[src/pwq_pkg.sv]
// ----------------------------------------------------------------------------
// pwq_pkg: shared definitions for the priority wait queue
// Sizes, operation and status codes, cell command codes, and the types
// that pass between the controller and the row of storage cells.
// ----------------------------------------------------------------------------
`default_nettype none

package pwq_pkg;

  localparam int QUEUE_DEPTH = 32;
  localparam int ID_BITS     = 8;
  localparam int PRIO_BITS   = 8;
  localparam int COUNT_W     = $clog2(QUEUE_DEPTH + 1);

  // Operation codes carried by an input beat.
  localparam logic [2:0] OP_ENQUEUE = 3'd0;
  localparam logic [2:0] OP_REMOVE  = 3'd1;
  localparam logic [2:0] OP_CHANGE  = 3'd2;
  localparam logic [2:0] OP_TAKE    = 3'd3;
  localparam logic [2:0] OP_BLOCK   = 3'd4;
  localparam logic [2:0] OP_UNBLOCK = 3'd5;

  // Status codes carried by a result beat.
  localparam logic [2:0] ST_OK         = 3'd0;
  localparam logic [2:0] ST_BLOCKED    = 3'd1;
  localparam logic [2:0] ST_EMPTY      = 3'd2;
  localparam logic [2:0] ST_NOT_QUEUED = 3'd3;
  localparam logic [2:0] ST_DUPLICATE  = 3'd4;
  localparam logic [2:0] ST_FULL       = 3'd5;

  // What every cell does in a cycle.
  localparam logic [1:0] MODE_HOLD   = 2'd0;
  localparam logic [1:0] MODE_INSERT = 2'd1;
  localparam logic [1:0] MODE_DELETE = 2'd2;
  localparam logic [1:0] MODE_SHIFT  = 2'd3;

  typedef struct packed {
    logic [ID_BITS-1:0]   id;
    logic [PRIO_BITS-1:0] prio;
  } entry_t;

  typedef struct packed {
    logic [1:0] mode;
    entry_t     item;
  } cell_ctrl_t;

endpackage

`default_nettype wire

[src/priority_wait_queue.sv]
// ----------------------------------------------------------------------------
// priority_wait_queue: ordered wait queue of thread ids
// Keeps ids sorted by descending priority, first come first served among
// equal priorities, in a row of shifting cells driven by a small controller.
// ----------------------------------------------------------------------------
// Results: each result beat is registered from the controller state that
//   makes it; a priority change deletes, then inserts, before its beat.
//   A block drain gives one beat per cycle.
// Commands: a new command is taken only while the queue is idle, so
//   each one, block drains included, ends before the next is accepted.
// Reset: synchronous; the queue comes up empty and blocked. Cell contents
//   are not cleared, since the entry count alone decides which are live.
// The receiver cannot stall: each result beat is shown for one cycle only.
`default_nettype none

module priority_wait_queue
  import pwq_pkg::*;
(
  input  wire logic       clk,
  input  wire logic       rst,
  input  wire logic       start,
  output logic            busy,
  input  wire logic [2:0] opcode,
  input  wire logic [7:0] thread_id,
  input  wire logic [7:0] priority_req,
  output logic            done,
  output logic [2:0]      status,
  output logic [7:0]      taken_id,
  output logic [7:0]      taken_priority,
  output logic [5:0]      entry_count,
  output logic            is_blocked,
  output logic            last_result
);

  localparam logic [1:0] S_IDLE  = 2'd0;
  localparam logic [1:0] S_EXEC  = 2'd1;
  localparam logic [1:0] S_INS   = 2'd2;
  localparam logic [1:0] S_DRAIN = 2'd3;

  // Controller registers.
  logic [1:0]         state;
  logic [1:0]         state_next;
  logic [2:0]         cmd_op;
  entry_t             cmd_item;
  logic [COUNT_W-1:0] count;
  logic [COUNT_W-1:0] count_next;
  logic               blocked;
  logic               blocked_next;

  // Result decisions made this cycle, registered onto the ports.
  logic       emit;
  logic [2:0] st;
  entry_t     taken;
  logic       last;

  // Row of cells.
  cell_ctrl_t             ctrl;
  entry_t                 data [QUEUE_DEPTH];
  logic [QUEUE_DEPTH-1:0] keep;
  logic [QUEUE_DEPTH-1:0] match;
  logic [QUEUE_DEPTH:0]   del_chain;
  logic                   found;
  logic                   full;

  assign busy       = (state != S_IDLE);
  assign found      = |match;
  assign full       = (count == COUNT_W'(QUEUE_DEPTH));
  assign del_chain[0] = 1'b0;

  genvar i;
  generate
    for (i = 0; i < QUEUE_DEPTH; i++) begin : g_cell
      entry_t left_e;
      entry_t right_e;
      logic   keep_left;
      logic   valid_e;

      // A cell is live when its place lies below the entry count.
      assign valid_e = (COUNT_W'(i) < count);

      if (i == 0) begin : g_head
        assign left_e    = data[0];
        assign keep_left = 1'b1;
      end else begin : g_body
        assign left_e    = data[i-1];
        assign keep_left = keep[i-1];
      end

      if (i == QUEUE_DEPTH - 1) begin : g_tail
        assign right_e = data[i];
      end else begin : g_inner
        assign right_e = data[i+1];
      end

      pwq_cell u_cell (
        .clk     (clk),
        .ctrl    (ctrl),
        .valid   (valid_e),
        .left    (left_e),
        .right   (right_e),
        .keep_in (keep_left),
        .del_in  (del_chain[i]),
        .data    (data[i]),
        .keep    (keep[i]),
        .del_out (del_chain[i+1]),
        .match   (match[i])
      );
    end
  endgenerate

  // The controller works on the latched command. An enqueue inserts in
  // one pass; a remove closes the gap at the matching cell; a priority
  // change removes in one pass and inserts at the tail of its new level
  // in the next. Take and block pull entries off the head of the row.
  always_comb begin
    ctrl.mode    = MODE_HOLD;
    ctrl.item    = cmd_item;
    emit         = 1'b0;
    st           = ST_OK;
    taken        = '0;
    last         = 1'b1;
    count_next   = count;
    blocked_next = blocked;
    state_next   = state;

    unique case (state)
      S_IDLE: begin
        if (start) begin
          state_next = S_EXEC;
        end
      end
      S_EXEC: begin
        state_next = S_IDLE;
        emit       = 1'b1;
        case (cmd_op)
          OP_ENQUEUE: begin
            if (blocked) begin
              st = ST_BLOCKED;
            end else if (found) begin
              st = ST_DUPLICATE;
            end else if (full) begin
              st = ST_FULL;
            end else begin
              ctrl.mode  = MODE_INSERT;
              count_next = count + COUNT_W'(1);
            end
          end
          OP_REMOVE: begin
            if (!found) begin
              st = ST_NOT_QUEUED;
            end else begin
              ctrl.mode  = MODE_DELETE;
              count_next = count - COUNT_W'(1);
            end
          end
          OP_CHANGE: begin
            if (!found) begin
              st = ST_NOT_QUEUED;
            end else begin
              ctrl.mode  = MODE_DELETE;
              count_next = count - COUNT_W'(1);
              emit       = 1'b0;
              state_next = S_INS;
            end
          end
          OP_TAKE: begin
            if (count == '0) begin
              st = ST_EMPTY;
            end else begin
              ctrl.mode  = MODE_SHIFT;
              taken      = data[0];
              count_next = count - COUNT_W'(1);
            end
          end
          OP_BLOCK: begin
            blocked_next = 1'b1;
            if (count != '0) begin
              ctrl.mode  = MODE_SHIFT;
              taken      = data[0];
              count_next = count - COUNT_W'(1);
              last       = (count == COUNT_W'(1));
              if (count != COUNT_W'(1)) begin
                state_next = S_DRAIN;
              end
            end
          end
          OP_UNBLOCK: blocked_next = 1'b0;
          default: ;
        endcase
      end
      S_INS: begin
        ctrl.mode  = MODE_INSERT;
        count_next = count + COUNT_W'(1);
        emit       = 1'b1;
        state_next = S_IDLE;
      end
      S_DRAIN: begin
        ctrl.mode  = MODE_SHIFT;
        taken      = data[0];
        count_next = count - COUNT_W'(1);
        emit       = 1'b1;
        last       = (count == COUNT_W'(1));
        if (count == COUNT_W'(1)) begin
          state_next = S_IDLE;
        end
      end
      default: state_next = S_IDLE;
    endcase
  end

  always_ff @(posedge clk) begin
    if (rst) begin
      state   <= S_IDLE;
      count   <= '0;
      blocked <= 1'b1;
      done    <= 1'b0;
    end else begin
      state   <= state_next;
      count   <= count_next;
      blocked <= blocked_next;
      done    <= emit;
    end
  end

  // Command and result payload registers.
  always_ff @(posedge clk) begin
    if (state == S_IDLE && start) begin
      cmd_op        <= opcode;
      cmd_item.id   <= thread_id[ID_BITS-1:0];
      cmd_item.prio <= priority_req[PRIO_BITS-1:0];
    end
    status         <= st;
    taken_id       <= taken.id;
    taken_priority <= taken.prio;
    entry_count    <= count_next;
    is_blocked     <= blocked_next;
    last_result    <= last;
  end

endmodule

`default_nettype wire

[src/pwq_cell.sv]
// ----------------------------------------------------------------------------
// pwq_cell: one slot of the sorted chain
// Holds one entry, compares it with the broadcast item, and takes its
// left or right neighbor's entry when the chain opens or closes a gap.
// ----------------------------------------------------------------------------
`default_nettype none

module pwq_cell
  import pwq_pkg::*;
(
  input  wire logic       clk,
  input  wire cell_ctrl_t ctrl,
  input  wire logic       valid,
  input  wire entry_t     left,
  input  wire entry_t     right,
  input  wire logic       keep_in,
  input  wire logic       del_in,
  output entry_t          data,
  output logic            keep,
  output logic            del_out,
  output logic            match
);

  entry_t data_next;

  // Entries at or above the new priority stay where they are; sorting
  // makes this a prefix of the chain.
  assign keep    = valid && (data.prio >= ctrl.item.prio);
  assign match   = valid && (data.id == ctrl.item.id);
  assign del_out = del_in | match;

  always_comb begin
    data_next = data;
    case (ctrl.mode)
      MODE_INSERT: begin
        if (!keep) begin
          data_next = keep_in ? ctrl.item : left;
        end
      end
      MODE_DELETE: begin
        if (del_out) begin
          data_next = right;
        end
      end
      MODE_SHIFT: data_next = right;
      default: data_next = data;
    endcase
  end

  always_ff @(posedge clk) begin
    data <= data_next;
  end

endmodule

`default_nettype wire

[config.mk]
export PLATFORM = sky130hd
export DESIGN_NAME = priority_wait_queue
export DESIGN_NICKNAME = d
export VERILOG_FILES = /design/src/pwq_pkg.sv /design/src/priority_wait_queue.sv /design/src/pwq_cell.sv
export SDC_FILE = /design/constraint.sdc
export NUM_CORES = 2
export LEC_CHECK = 0
export BUFFER_PORTS_ARGS = -buffer_cell sky130_fd_sc_hd__buf_2
export CELL_PAD_IN_SITES_DETAIL_PLACEMENT = 1
export CELL_PAD_IN_SITES_GLOBAL_PLACEMENT = 2
export CORE_MARGIN = 2
export CORE_UTILIZATION = 45
export CTS_BUF_LIST = sky130_fd_sc_hd__clkbuf_8
export CTS_CLUSTER_SIZE = 10
export DETAILED_ROUTE_END_ITERATION = 6
export PLACE_DENSITY_LB_ADDON = 0.1
export SYNTH_ARGS = -nofsm -noshare
export SYNTH_HDL_FRONTEND = slang
export SYNTH_HIERARCHICAL = 1
export SYNTH_SLANG_ARGS = --single-unit
export TNS_END_PERCENT = 30
[constraint.sdc]
create_clock -name clk -period 16.4 [get_ports clk]
set_input_delay 2.46 -clock clk [delete_from_list [all_inputs] [get_ports clk]]
set_output_delay 2.46 -clock clk [all_outputs]
set_load 0.01 [all_outputs]
==> key figures <==
Yosys
  • Mapped cell area: 0.0406 mm^2
  • Syn Inst Count: 3917
  • Synth warn: 6
  • Syn avg cell area: 10.4 um^2

Pwr
  • Flop pwr share: 0.453
  • Net Switching: 1.03 mW
  • Pwr/cell area: 82.5 mW/mm^2
  • Worst VDD drop: 0.0537 mV
  • P_int: 2.62 mW
  • Combinational share of power: 0.155
  • Switching Fraction: 0.283
  • Clock share of power: 0.392
  • Leak Pwr: 15.1 nW

GRT
  • Initial antenna violation count: 8
  • Global-route wire length before repair: 191 mm
  • Largest net degree at the start of global routing: 270
  • GR Overflow Total: 0
  • Vias in the first global route: 32.3k
  • Total track usage: 0.262

Place
  • HPWL Detailed: 89.7 mm
  • DP Area: 0.0421 mm^2
  • Routability cong.: 0.865
  • Post-placement worst setup slack: 4.19 ns
  • I/O Buffers: 50

Timing
  • TNS Setup: 0 ns
  • RSZ-0062 raised after global routing: no
  • Shortest period the worst path allows: 12.37 ns
  • Final hold violation count: 0
  • Worst Clk Skew: 0.0487 ns
  • Final Max Tran Viols: 0
  • Final period util: 0.754
  • Final hold slack: 0.557 ns
  • Slew @ Worst Pin: 1.28 ns
  • Setup violations, final: 0
  • Final critical-path setup slack: 4.03 ns
  • Max_slew headroom: 0.148
  • Max Fclk: 0.0809 GHz

Worst setup path
  • Crit path launch type: flop
  • Worst endpoint data arrival time: 12.75 ns
  • Crit end category: flop
  • Worst path max stage delay: 0.46 ns
  • CP Max Fanout: 16
  • Most frequent CP cell: or2_2
  • Slowest cell on the critical path: dfxtp_1
  • Worst Path Required: 16.79 ns
  • WS Path Type: flop to flop

Final layout
  • Register area: 0.0167 mm^2
  • Most frequent cells in the layout: nand2_1 (565), o21ai_0 (558), edfxtp_1 (531), mux2i_1 (514), inv_1 (388)
  • Commonest non-fill, non-tap cell in the layout: nand2_1
  • Fillers: 9871
  • Layout cells sized above 1: 0.125
  • Post-route cell area: 0.0443 mm^2
  • Footprint of the multi-input gates: 0.0218 mm^2
  • Final nets: 4243
  • Synth-to-layout area growth: 9.00%

Route
  • Initial DRC count: 1880
  • Via density: 5.76
  • 1st-pass router iterations: 5
  • Drt drc: 0
  • Drt wl/cell: 23.5 um
  • Drt total wl: 123 mm
  • DRT antenna net count: 0
  • DR vias: 30.1k

CTS
  • CTS Hold Bufs: 0
  • Worst-path clk slew: 0.06 ns
  • Clk_lat worst skew: 0.76 ns
  • Root Driver: clkbuf_8
  • Clock tree sinks: 568
  • Cts repair resizes: 0
  • CTS buffer count: 108
  • Post-CTS Setup Repair Bufs: 0
  • H-tree Lvls: 3
  • CTS tree: done
  • Clock tree buffer depth: 3

Worst hold path
  • Worst hold-check path type: flop to flop

Die
  • Initial core utilization: 0.453
  • Die area: 0.0927 mm^2
  • Number of I/O pins: 51
  • Die Wd: 304 um
  • Die height: 304 um
  • Core area: 0.0897 mm^2
  • Row count: 110

Run
  • Max-cap violations: 0

Status
  • Status: completed
## metal layers
layer | share of wire | global-route usage
met1 | 0.46 | 0.359
met2 | 0.47 | 0.435
met3 | 0.044 | 0.0357
met4 | 0.023 | 0.0684
met5 | 0.00028 | 0
## worst max-delay path, delay by kind of cell, from the launching register on
family / cells / cell delay [ns]
flip-flops: 1 / 0.46
adder cells (fa/ha/maj): 1 / 0.43
buffers and inverters: 1 / 0.21
AO/OA/AOI/OAI: 3 / 0.66
AND/OR/NAND/NOR: 34 / 10.21
## power groups by stage
stage,sequential [mW],clock (mW),combinational (mW)
after floorplan,1.71,0,0.378
final,1.65,1.43,0.566
after detailed placement,1.68,0,0.562
after global routing,1.66,1.53,0.615
after CTS,1.65,1.47,0.565
after global placement,1.68,0,0.536
## sequential cells by signal (all words and copies together) (netlist names)
signal / count
count: 6
done: 1
is_blocked: 1
entry_count: 6
taken_id: 8
cmd_item: 16
state: 2
cmd_op: 3
last_result: 1
status: 3
taken_priority: 8
blocked: 1
g_cell.u_cell/data: 512
## final timing paths
kind / from / endpoint / slack [ns] / cells past startpoint
hold / removal: g_cell[0].u_cell/data[3]$_DFFE_PP_ / taken_priority[3]$_DFF_P_ / 0.56 / 1
setup reg to reg: count[1]$_SDFF_PP0_ / g_cell[31].u_cell/data[2]$_DFFE_PP_ / 4.03 / 39
hold reg to reg: g_cell[0].u_cell/data[3]$_DFFE_PP_ / taken_priority[3]$_DFF_P_ / 0.56 / 1
setup / recovery: count[1]$_SDFF_PP0_ / g_cell[31].u_cell/data[2]$_DFFE_PP_ / 4.03 / 39
## per-stage QoR
stage | power [mW] | util | cells
floorplan | 2.08 | - | 3918
CTS | 3.69 | 0.493 | 5224
detailed placement | 2.25 | 0.469 | 5026
global placement | 2.22 | 0.469 | 5026
global route | 3.81 | 0.493 | 5225
finish | 3.65 | 0.493 | 5225
## cell type report
type / instances / area share
multi-input cells: 2806 / 0.493
flip-flops and latches: 568 / 0.377
clock buffers: 120 / 0.0373
well taps: 1176 / 0.0332
inverters: 364 / 0.0309
repair buffers: 112 / 0.0173
clock inverters: 78 / 0.0113
diodes: 1 / 0.0000565
Power figures use the tool's default switching activity.
